## src/hw/rtl/cvm_pkg.sv

```systemverilog
// Shared types and constants of the cell voltage monitor
package cvm_pkg;

   // item field widths
   localparam int CVM_CODE_W  = 14;
   localparam int CVM_GAIN_W  = 9;
   localparam int CVM_OFS_W   = 8;
   localparam int CVM_MV_W    = 16;
   localparam int CVM_CNT_W   = 8;
   localparam int CVM_POS_W   = 4;

   // frame length limit; a frame closes at position MAX_CELLS - 1 at the latest
   localparam int CVM_MAX_CELLS = 15;
   localparam logic [CVM_POS_W-1:0] CVM_LAST_POS = CVM_POS_W'(CVM_MAX_CELLS - 1);

   // scaling: mv = floor(code * gain / 1000); 1000 = 8 * 125
   localparam int CVM_PROD_W    = CVM_CODE_W + CVM_GAIN_W;
   localparam int CVM_DIV_SHIFT = 3;
   localparam int CVM_DVD_W     = CVM_PROD_W - CVM_DIV_SHIFT;
   // floor(y / 125) = (y * ceil(2^26 / 125)) >> 26, exact for y below 2^20
   localparam int CVM_RECIP_W     = 20;
   localparam int CVM_RECIP_SHIFT = 26;
   localparam logic [CVM_RECIP_W-1:0] CVM_RECIP = CVM_RECIP_W'(536871);
   localparam int CVM_RMUL_W = CVM_DVD_W + CVM_RECIP_W;
   localparam int CVM_QUOT_W = CVM_RMUL_W - CVM_RECIP_SHIFT;

   localparam logic [CVM_MV_W-1:0]  CVM_MV_CEIL = '1;
   localparam logic [CVM_CNT_W-1:0] CVM_CNT_MAX = '1;

   // register port
   localparam int CSR_IDX_W  = 3;
   localparam int CSR_DATA_W = 16;

   localparam logic [CSR_IDX_W-1:0] CSR_GAIN       = 3'd0;
   localparam logic [CSR_IDX_W-1:0] CSR_OFFSET     = 3'd1;
   localparam logic [CSR_IDX_W-1:0] CSR_OVER_LIM   = 3'd2;
   localparam logic [CSR_IDX_W-1:0] CSR_UNDER_LIM  = 3'd3;
   localparam logic [CSR_IDX_W-1:0] CSR_OVER_NEED  = 3'd4;
   localparam logic [CSR_IDX_W-1:0] CSR_UNDER_NEED = 3'd5;

   // register reset values
   localparam logic [CVM_GAIN_W-1:0]       RST_GAIN       = 9'd380;
   localparam logic signed [CVM_OFS_W-1:0] RST_OFFSET     = 8'sd0;
   localparam logic [CVM_MV_W-1:0]         RST_OVER_LIM   = 16'd4300;
   localparam logic [CVM_MV_W-1:0]         RST_UNDER_LIM  = 16'd2500;
   localparam logic [CVM_CNT_W-1:0]        RST_OVER_NEED  = 8'd2;
   localparam logic [CVM_CNT_W-1:0]        RST_UNDER_NEED = 8'd8;

   typedef struct packed {
      logic [CVM_GAIN_W-1:0]       gain_microvolts;
      logic signed [CVM_OFS_W-1:0] offset_millivolts;
      logic [CVM_MV_W-1:0]         over_limit_mv;
      logic [CVM_MV_W-1:0]         under_limit_mv;
      logic [CVM_CNT_W-1:0]        over_frames_needed;
      logic [CVM_CNT_W-1:0]        under_frames_needed;
   } cvm_cfg_type;

   // scaled item handed from the scaler to the frame tracker
   typedef struct packed {
      logic [CVM_QUOT_W-1:0] quot;
      logic                  last_cell;
   } cvm_scaled_type;

endpackage

```

## src/hw/rtl/cell_voltage_monitor_unit.sv

```systemverilog
// An accepted item passes the product, quotient and result registers in that order
// before rsp_valid rises with its result.
// Throughput: one item per cycle; the three registered stages advance independently,
// so bubbles close up and a waiting result does not block new items until all fill.
// Reset (synchronous, active high) empties the stages, restarts the frame (max 0,
// min 65535, position 0), clears both fault counters and restores register defaults.
module cell_voltage_monitor_unit import cvm_pkg::*; (
   input  logic                  clock,
   input  logic                  reset,
   // register write port
   input  logic                  csr_valid,
   output logic                  csr_ready,
   input  logic [CSR_IDX_W-1:0]  csr_index,
   input  logic [CSR_DATA_W-1:0] csr_wdata,
   // cell code items
   input  logic                  req_valid,
   output logic                  req_stall,
   input  logic [CVM_CODE_W-1:0] req_raw_code,
   input  logic                  req_last_cell,
   // result items
   output logic                  rsp_valid,
   input  logic                  rsp_stall,
   output logic [CVM_MV_W-1:0]   rsp_cell_mv,
   output logic [CVM_POS_W-1:0]  rsp_cell_number,
   output logic                  rsp_frame_done,
   output logic [CVM_MV_W-1:0]   rsp_frame_max_mv,
   output logic [CVM_MV_W-1:0]   rsp_frame_min_mv,
   output logic [CVM_CNT_W-1:0]  rsp_over_frames,
   output logic [CVM_CNT_W-1:0]  rsp_under_frames,
   output logic                  rsp_over_trip,
   output logic                  rsp_under_trip
);

   cvm_cfg_type    cfg;
   logic           scl_valid;
   logic           scl_stall;
   cvm_scaled_type scl_item;

   cvm_csr u_csr (
      .clock     (clock),
      .reset     (reset),
      .csr_valid (csr_valid),
      .csr_ready (csr_ready),
      .csr_index (csr_index),
      .csr_wdata (csr_wdata),
      .cfg       (cfg)
   );

   cvm_scale u_scale (
      .clock         (clock),
      .reset         (reset),
      .cfg           (cfg),
      .req_valid     (req_valid),
      .req_stall     (req_stall),
      .req_raw_code  (req_raw_code),
      .req_last_cell (req_last_cell),
      .scl_valid     (scl_valid),
      .scl_stall     (scl_stall),
      .scl_item      (scl_item)
   );

   cvm_frame u_frame (
      .clock            (clock),
      .reset            (reset),
      .cfg              (cfg),
      .scl_valid        (scl_valid),
      .scl_stall        (scl_stall),
      .scl_item         (scl_item),
      .rsp_valid        (rsp_valid),
      .rsp_stall        (rsp_stall),
      .rsp_cell_mv      (rsp_cell_mv),
      .rsp_cell_number  (rsp_cell_number),
      .rsp_frame_done   (rsp_frame_done),
      .rsp_frame_max_mv (rsp_frame_max_mv),
      .rsp_frame_min_mv (rsp_frame_min_mv),
      .rsp_over_frames  (rsp_over_frames),
      .rsp_under_frames (rsp_under_frames),
      .rsp_over_trip    (rsp_over_trip),
      .rsp_under_trip   (rsp_under_trip)
   );

endmodule

```

## src/hw/rtl/cvm_csr.sv

```systemverilog
// Configuration registers of the cell voltage monitor
module cvm_csr import cvm_pkg::*; (
   input  logic                  clock,
   input  logic                  reset,
   input  logic                  csr_valid,
   output logic                  csr_ready,
   input  logic [CSR_IDX_W-1:0]  csr_index,
   input  logic [CSR_DATA_W-1:0] csr_wdata,
   output cvm_cfg_type           cfg
);

   cvm_cfg_type cfg_ff;
   cvm_cfg_type cfg_in;

   // writes are always accepted
   assign csr_ready = 1'b1;

   // register decode
   always_comb begin
      cfg_in = cfg_ff;
      if (csr_valid) begin
         unique case (csr_index)
            CSR_GAIN:       cfg_in.gain_microvolts     = csr_wdata[CVM_GAIN_W-1:0];
            CSR_OFFSET:     cfg_in.offset_millivolts   = signed'(csr_wdata[CVM_OFS_W-1:0]);
            CSR_OVER_LIM:   cfg_in.over_limit_mv       = csr_wdata[CVM_MV_W-1:0];
            CSR_UNDER_LIM:  cfg_in.under_limit_mv      = csr_wdata[CVM_MV_W-1:0];
            CSR_OVER_NEED:  cfg_in.over_frames_needed  = csr_wdata[CVM_CNT_W-1:0];
            CSR_UNDER_NEED: cfg_in.under_frames_needed = csr_wdata[CVM_CNT_W-1:0];
            default:        cfg_in = cfg_ff;
         endcase
      end
   end

   always_ff @(posedge clock) begin
      if (reset) begin
         cfg_ff.gain_microvolts     <= RST_GAIN;
         cfg_ff.offset_millivolts   <= RST_OFFSET;
         cfg_ff.over_limit_mv       <= RST_OVER_LIM;
         cfg_ff.under_limit_mv      <= RST_UNDER_LIM;
         cfg_ff.over_frames_needed  <= RST_OVER_NEED;
         cfg_ff.under_frames_needed <= RST_UNDER_NEED;
      end else begin
         cfg_ff <= cfg_in;
      end
   end

   assign cfg = cfg_ff;

endmodule

```

## src/hw/rtl/cvm_scale.sv

```systemverilog
// Two-stage code scaler: code * gain, then divide by 1000
module cvm_scale import cvm_pkg::*; (
   input  logic                  clock,
   input  logic                  reset,
   input  cvm_cfg_type           cfg,
   input  logic                  req_valid,
   output logic                  req_stall,
   input  logic [CVM_CODE_W-1:0] req_raw_code,
   input  logic                  req_last_cell,
   output logic                  scl_valid,
   input  logic                  scl_stall,
   output cvm_scaled_type        scl_item
);

   logic                  prod_valid_ff, prod_valid_in;
   logic [CVM_PROD_W-1:0] prod_ff, prod_in;
   logic                  prod_last_ff;
   logic                  quot_valid_ff, quot_valid_in;
   cvm_scaled_type        quot_ff, quot_in;
   logic                  load_prod, load_quot;
   logic [CVM_DVD_W-1:0]  dividend;
   logic [CVM_RMUL_W-1:0] recip_full;

   // stage flow: a stage loads when empty or when its item moves on
   assign load_quot = !quot_valid_ff || !scl_stall;
   assign load_prod = !prod_valid_ff || load_quot;
   assign req_stall = !load_prod;

   // stage 1: raw product in microvolts
   assign prod_in = CVM_PROD_W'(req_raw_code) * CVM_PROD_W'(cfg.gain_microvolts);
   assign prod_valid_in = load_prod ? req_valid : prod_valid_ff;

   // stage 2: /1000 as >>3 then /125 by reciprocal multiply
   assign dividend   = prod_ff[CVM_PROD_W-1:CVM_DIV_SHIFT];
   assign recip_full = CVM_RMUL_W'(dividend) * CVM_RMUL_W'(CVM_RECIP);
   assign quot_in.quot      = recip_full[CVM_RMUL_W-1:CVM_RECIP_SHIFT];
   assign quot_in.last_cell = prod_last_ff;
   assign quot_valid_in = load_quot ? prod_valid_ff : quot_valid_ff;

   always_ff @(posedge clock) begin
      if (reset) begin
         prod_valid_ff <= 1'b0;
         quot_valid_ff <= 1'b0;
      end else begin
         prod_valid_ff <= prod_valid_in;
         quot_valid_ff <= quot_valid_in;
      end
   end

   // payload
   always_ff @(posedge clock) begin
      if (load_prod) begin
         prod_ff      <= prod_in;
         prod_last_ff <= req_last_cell;
      end
      if (load_quot) begin
         quot_ff <= quot_in;
      end
   end

   assign scl_valid = quot_valid_ff;
   assign scl_item  = quot_ff;

endmodule

```

## src/hw/rtl/cvm_frame.sv

```systemverilog
// Offset, clamp, frame min/max tracking, fault counters and result register
module cvm_frame import cvm_pkg::*; (
   input  logic                  clock,
   input  logic                  reset,
   input  cvm_cfg_type           cfg,
   input  logic                  scl_valid,
   output logic                  scl_stall,
   input  cvm_scaled_type        scl_item,
   output logic                  rsp_valid,
   input  logic                  rsp_stall,
   output logic [CVM_MV_W-1:0]   rsp_cell_mv,
   output logic [CVM_POS_W-1:0]  rsp_cell_number,
   output logic                  rsp_frame_done,
   output logic [CVM_MV_W-1:0]   rsp_frame_max_mv,
   output logic [CVM_MV_W-1:0]   rsp_frame_min_mv,
   output logic [CVM_CNT_W-1:0]  rsp_over_frames,
   output logic [CVM_CNT_W-1:0]  rsp_under_frames,
   output logic                  rsp_over_trip,
   output logic                  rsp_under_trip
);

   localparam int SUM_W = CVM_MV_W + 1;

   logic                  valid_ff;
   logic [CVM_MV_W-1:0]   run_max_ff, run_max_in;
   logic [CVM_MV_W-1:0]   run_min_ff, run_min_in;
   logic [CVM_POS_W-1:0]  pos_ff, pos_in;
   logic [CVM_CNT_W-1:0]  over_ff, over_in;
   logic [CVM_CNT_W-1:0]  under_ff, under_in;

   logic                  load;
   logic signed [SUM_W-1:0] sum;
   logic [CVM_MV_W-1:0]   mv;
   logic [CVM_MV_W-1:0]   hi, lo;
   logic                  done;

   logic [CVM_MV_W-1:0]   mv_ff, max_ff, min_ff;
   logic [CVM_POS_W-1:0]  num_ff;
   logic                  done_ff, otrip_ff, utrip_ff;

   // result register takes an item when empty or being drained
   assign load      = scl_valid && (!valid_ff || !rsp_stall);
   assign scl_stall = valid_ff && rsp_stall;

   // add signed offset; quotient stays far below the 16-bit ceiling,
   // so only the negative side needs clamping
   assign sum = signed'({{(SUM_W-CVM_QUOT_W){1'b0}}, scl_item.quot})
              + {{(SUM_W-CVM_OFS_W){cfg.offset_millivolts[CVM_OFS_W-1]}},
                 cfg.offset_millivolts};
   assign mv  = sum[SUM_W-1] ? '0 : sum[CVM_MV_W-1:0];

   // running extremes, this cell included
   assign hi   = (mv > run_max_ff) ? mv : run_max_ff;
   assign lo   = (mv < run_min_ff) ? mv : run_min_ff;
   assign done = scl_item.last_cell || (pos_ff >= CVM_LAST_POS);

   // running state per cell; at frame close bump saturating counters, restart extremes and position
   always_comb begin
      over_in    = over_ff;
      under_in   = under_ff;
      run_max_in = hi;
      run_min_in = lo;
      pos_in     = pos_ff + 1'b1;
      if (done) begin
         if (hi > cfg.over_limit_mv && over_ff != CVM_CNT_MAX) begin
            over_in = over_ff + 1'b1;
         end
         if (lo < cfg.under_limit_mv && under_ff != CVM_CNT_MAX) begin
            under_in = under_ff + 1'b1;
         end
         run_max_in = '0;
         run_min_in = CVM_MV_CEIL;
         pos_in     = '0;
      end
   end

   always_ff @(posedge clock) begin
      if (reset) begin
         valid_ff   <= 1'b0;
         run_max_ff <= '0;
         run_min_ff <= CVM_MV_CEIL;
         pos_ff     <= '0;
         over_ff    <= '0;
         under_ff   <= '0;
      end else begin
         if (load) begin
            valid_ff   <= 1'b1;
            run_max_ff <= run_max_in;
            run_min_ff <= run_min_in;
            pos_ff     <= pos_in;
            over_ff    <= over_in;
            under_ff   <= under_in;
         end else if (!rsp_stall) begin
            valid_ff <= 1'b0;
         end
      end
   end

   // result payload
   always_ff @(posedge clock) begin
      if (load) begin
         mv_ff    <= mv;
         num_ff   <= pos_ff;
         done_ff  <= done;
         max_ff   <= hi;
         min_ff   <= lo;
         otrip_ff <= (over_in >= cfg.over_frames_needed);
         utrip_ff <= (under_in >= cfg.under_frames_needed);
      end
   end

   assign rsp_valid        = valid_ff;
   assign rsp_cell_mv      = mv_ff;
   assign rsp_cell_number  = num_ff;
   assign rsp_frame_done   = done_ff;
   assign rsp_frame_max_mv = max_ff;
   assign rsp_frame_min_mv = min_ff;
   assign rsp_over_frames  = over_ff;
   assign rsp_under_frames = under_ff;
   assign rsp_over_trip    = otrip_ff;
   assign rsp_under_trip   = utrip_ff;

endmodule

```

## config.mk

```make
export PLATFORM = sky130hd
export DESIGN_NAME = cell_voltage_monitor_unit
export DESIGN_NICKNAME = d
export VERILOG_FILES = /design/src/hw/rtl/cvm_pkg.sv /design/src/hw/rtl/cell_voltage_monitor_unit.sv /design/src/hw/rtl/cvm_csr.sv /design/src/hw/rtl/cvm_scale.sv /design/src/hw/rtl/cvm_frame.sv
export SDC_FILE = /design/constraint.sdc
export NUM_CORES = 1
export LEC_CHECK = 0
export ABC_AREA = 1
export BUFFER_PORTS_ARGS = -buffer_cell sky130_fd_sc_hd__buf_2
export CORE_UTILIZATION = 55
export CTS_BUF_LIST = sky130_fd_sc_hd__clkbuf_2
export DETAILED_ROUTE_END_ITERATION = 7
export PLACE_DENSITY = 0.77
export SYNTH_ARGS = -nofsm -noshare
export SYNTH_HDL_FRONTEND = slang
export SYNTH_HIERARCHICAL = 1
export SYNTH_SLANG_ARGS = --single-unit
```

## constraint.sdc

```tcl
create_clock -name clock -period 13.3 [get_ports clock]
set_clock_uncertainty 0.05 [all_clocks]
set_input_delay 0.665 -clock clock [delete_from_list [all_inputs] [get_ports clock]]
set_output_delay 0.665 -clock clock [all_outputs]
set_load 0.03 [all_outputs]
```

==> metrics.md <==
| Metric | Value |
|---|---|
| WS Path Type | reg2reg |
| First-pass GRT wire length | 84.66 mm |
| TNS Setup | 0 ps |
| Final Hold Vio Count | 0 |
| CP max stage cell | nand2_1 |
| Number of flops mapped to enable cells by yosys | 90 |
| Syn avg cell area | 7.748 µm² |
| Core region area | 0.03776 mm² |
| # resized after CTS | 0 |
| Wire per inst | 15.43 µm |
| Vias | 17720 |
| GRT overflow | 0 |
| Worst EP arrival | 8240 ps |
| Main synth FF type | dfxtp_1 |
| Die width | 198.2 µm |
| Via density per instance | 5.196 |
| 1st-pass router iterations | 7 |
| Port Buffers | 110 |
| Fin. max-slew vios | 0 |
| Most common cell after layout, fill and taps aside | nand2_1 |
| DP Wirelength | 42.85 mm |
| Initial Util | 56.09% |
| Slew @ Worst Pin | 995.5 ps |
| Synthesis warning total | 6 |
| Slowest cell delay on critical path | 580 ps |
| Vias in the first global route | 17590 |
| Worst-path clk slew | 90 ps |
| Outcome | finished, final reports clean |
| Cells after Synth | 2733 |
| TritonCTS clock tree | done |
| WHS | 58.65 ps |
| Ys async rst share | 0% |
| Post-Syn Area | 0.02118 mm² |
| CP delay by family, top | compound AO/OA/AOI/OAI gates |
| Worst Hold Class | in2reg |
| Final period utilization | 57.89% |
| Final Util | 60.24% |
| Total wire length | 52.63 mm |
| Yosys cell types | 55 |
| Seq/Total Area, Yosys | 24.11% |
| CTS root buffer | clkbuf_2 |
| Layout Nets | 3369 |
| Layout area overhead | 7.398% |
| CP Launch Type | register |
| Die height | 198.2 µm |
| GPL Wtd Cong | 0.9705 |
| Die area | 0.03929 mm² |
| First DRT Iteration DRCs | 1276 |
| Post-DRT Antenna Nets | 0 |
| Max Freq | 129.9 MHz |
| Max Cap Violations | 0 |
| CTS H-tree depth | 2 |
| Count of endpoints failing setup in the final report | 0 |
| RSZ-0062 raised after global routing | false |
| Slew margin rel. | 33.48% |
| CTS Buf Count | 54 |
| Fraction of layout instances using a drive strength above 1 | 9.213% |
| FF+latch count, synth | 210 |
| CTS max path bufs | 3 |
| Most frequent cells in the layout | 641 x nand2_1, 610 x inv_1, 305 x ha_1 |
| Sum of buffers and inverters on the critical path | 4 |
| Row cnt | 71 |
| CTS Sinks | 210 |
| CP Capture Type | register |
| Total I/O pin count | 113 |
| Initial antenna violation count | 1 |
| DRC violation count after routing | 0 |
| Largest net degree at the start of global routing | 66 |
| Clock latency on the worst-skew pair | 860 ps |
| GRT Overall Usage | 27.24% |
| Worst Path Required | 13840 ps |
| Post-route minimum period | 7700 ps |
| CP Max Fanout | 29 |
[registers in the layout, summed over array words and instances (netlist names)]
name / count
u_frame/rsp_over_trip: 1
u_frame/rsp_under_trip: 1
u_frame/rsp_over_frames: 8
u_frame/rsp_frame_max_mv: 16
u_frame/rsp_frame_min_mv: 16
u_frame/pos_ff: 4
u_scale/prod_valid_ff: 1
u_frame/run_max_ff: 16
u_scale/scl_item: 15
u_frame/rsp_under_frames: 8
u_frame/rsp_cell_number: 4
u_frame/rsp_valid: 1
u_frame/rsp_cell_mv: 15
u_csr/cfg: 65
u_scale/prod_ff: 20
u_frame/rsp_frame_done: 1
u_scale/prod_last_ff: 1
u_frame/run_min_ff: 16
u_scale/scl_valid: 1
[what timing repair did]
item,CTS,global route
setup buffers,0,0
hold endpoints to repair,6,0
hold buffers,6,0
[per-stage QoR]
stage / instances / area, µm² / worst slack, ps
after CTS: 3409 / 22740 / 5687
after detailed placement: 3303 / 22170 / 5711
after global placement: 3303 / 22170 / 5920
after global routing: 3410 / 22740 / 4970
after floorplan: 2735 / 21180 / 6714
final: 3410 / 22740 / 5600
[cells in the mapped netlist (all sizes together), types with 2 or more instances]
master | n | share of area (%)
and2 | 5 | 0.16
ha | 305 | 18
xnor2 | 8 | 0.33
a211oi | 5 | 0.18
o2111ai | 3 | 0.12
clkbuf | 46 | 0.86
xor2 | 18 | 0.74
nor3 | 20 | 0.52
nand3 | 137 | 3.3
a21o | 6 | 0.21
a21oi | 112 | 2.7
conb | 2 | 0.035
o211ai | 9 | 0.37
nor2 | 241 | 4.7
buf | 16 | 0.49
o21a | 17 | 0.60
nand4 | 21 | 0.62
and3 | 2 | 0.059
o21bai | 8 | 0.28
dfxtp | 120 | 11
a21boi | 2 | 0.071
nand3b | 3 | 0.11
a31oi | 7 | 0.21
nand2 | 655 | 12
inv | 619 | 11
edfxtp | 90 | 13
fa | 171 | 16
o21ai | 69 | 1.7
or2 | 8 | 0.24
[layout make-up]
cell class / count / area, µm²
diodes: 1 / 2.502
clock buffers: 84 / 420.4
fillers: 3434 / 15010
repair buffers: 125 / 678.2
inverters: 619 / 2323
flip-flops and latches: 210 / 5105
multi-input cells: 1844 / 13480
clock inverters: 16 / 90.09
well taps: 511 / 639.4
[layer usage]
metal | global-route usage [%] | routed length (µm) | vias to the layer above | share of wire, %
met1 | 34.85 | 22620 | 8287 | 43
met3 | 3.304 | 2946 | 118 | 5.6
met2 | 46.81 | 25300 | 562 | 48
met5 | 0 | 0 | - | 0
met4 | 10.48 | 1764 | 0 | 3.4
li1 | - | - | 8752 | -
[path summary, 6_finish.rpt]
check	endpoint	from	slack, ps	depth (start not counted)
min reg2reg	u_scale/scl_valid	u_scale/prod_valid_ff	390	2
min	u_frame/rsp_valid	rsp_stall	60	3
max	u_frame/rsp_under_trip	u_csr/cfg[48]	5600	45
max reg2reg	u_frame/rsp_under_trip	u_csr/cfg[48]	5600	45
[kinds of logic (layout without fill, tap and decap cells)]
kind of cell    Yosys count  after routing  synth area share (%)
fa+ha+maj               476            476                 34.19
xor+xnor                 26             26                 1.075
buf+inv                 681            844                 12.33
flops                   210            210                 24.11
simple gates           1094           1094                 21.55
compound gates          244            244                 6.718
other cells               2              5               0.03547
[worst reg2reg max path, delay by kind of cell, from the launching register on]
kind | cells | cell delay (ps)
DFF | 1 | 350
xor gates and xnor gates | 1 | 210
adders and majority gates | 5 | 1410
AOI/OAI and AO/OA | 18 | 2970
buffers and inverters | 4 | 310
and+or+nand+nor | 17 | 2200
Power is not shown: default switching activity piles up to over one toggle a cycle in this logic, so the estimate is an artifact.
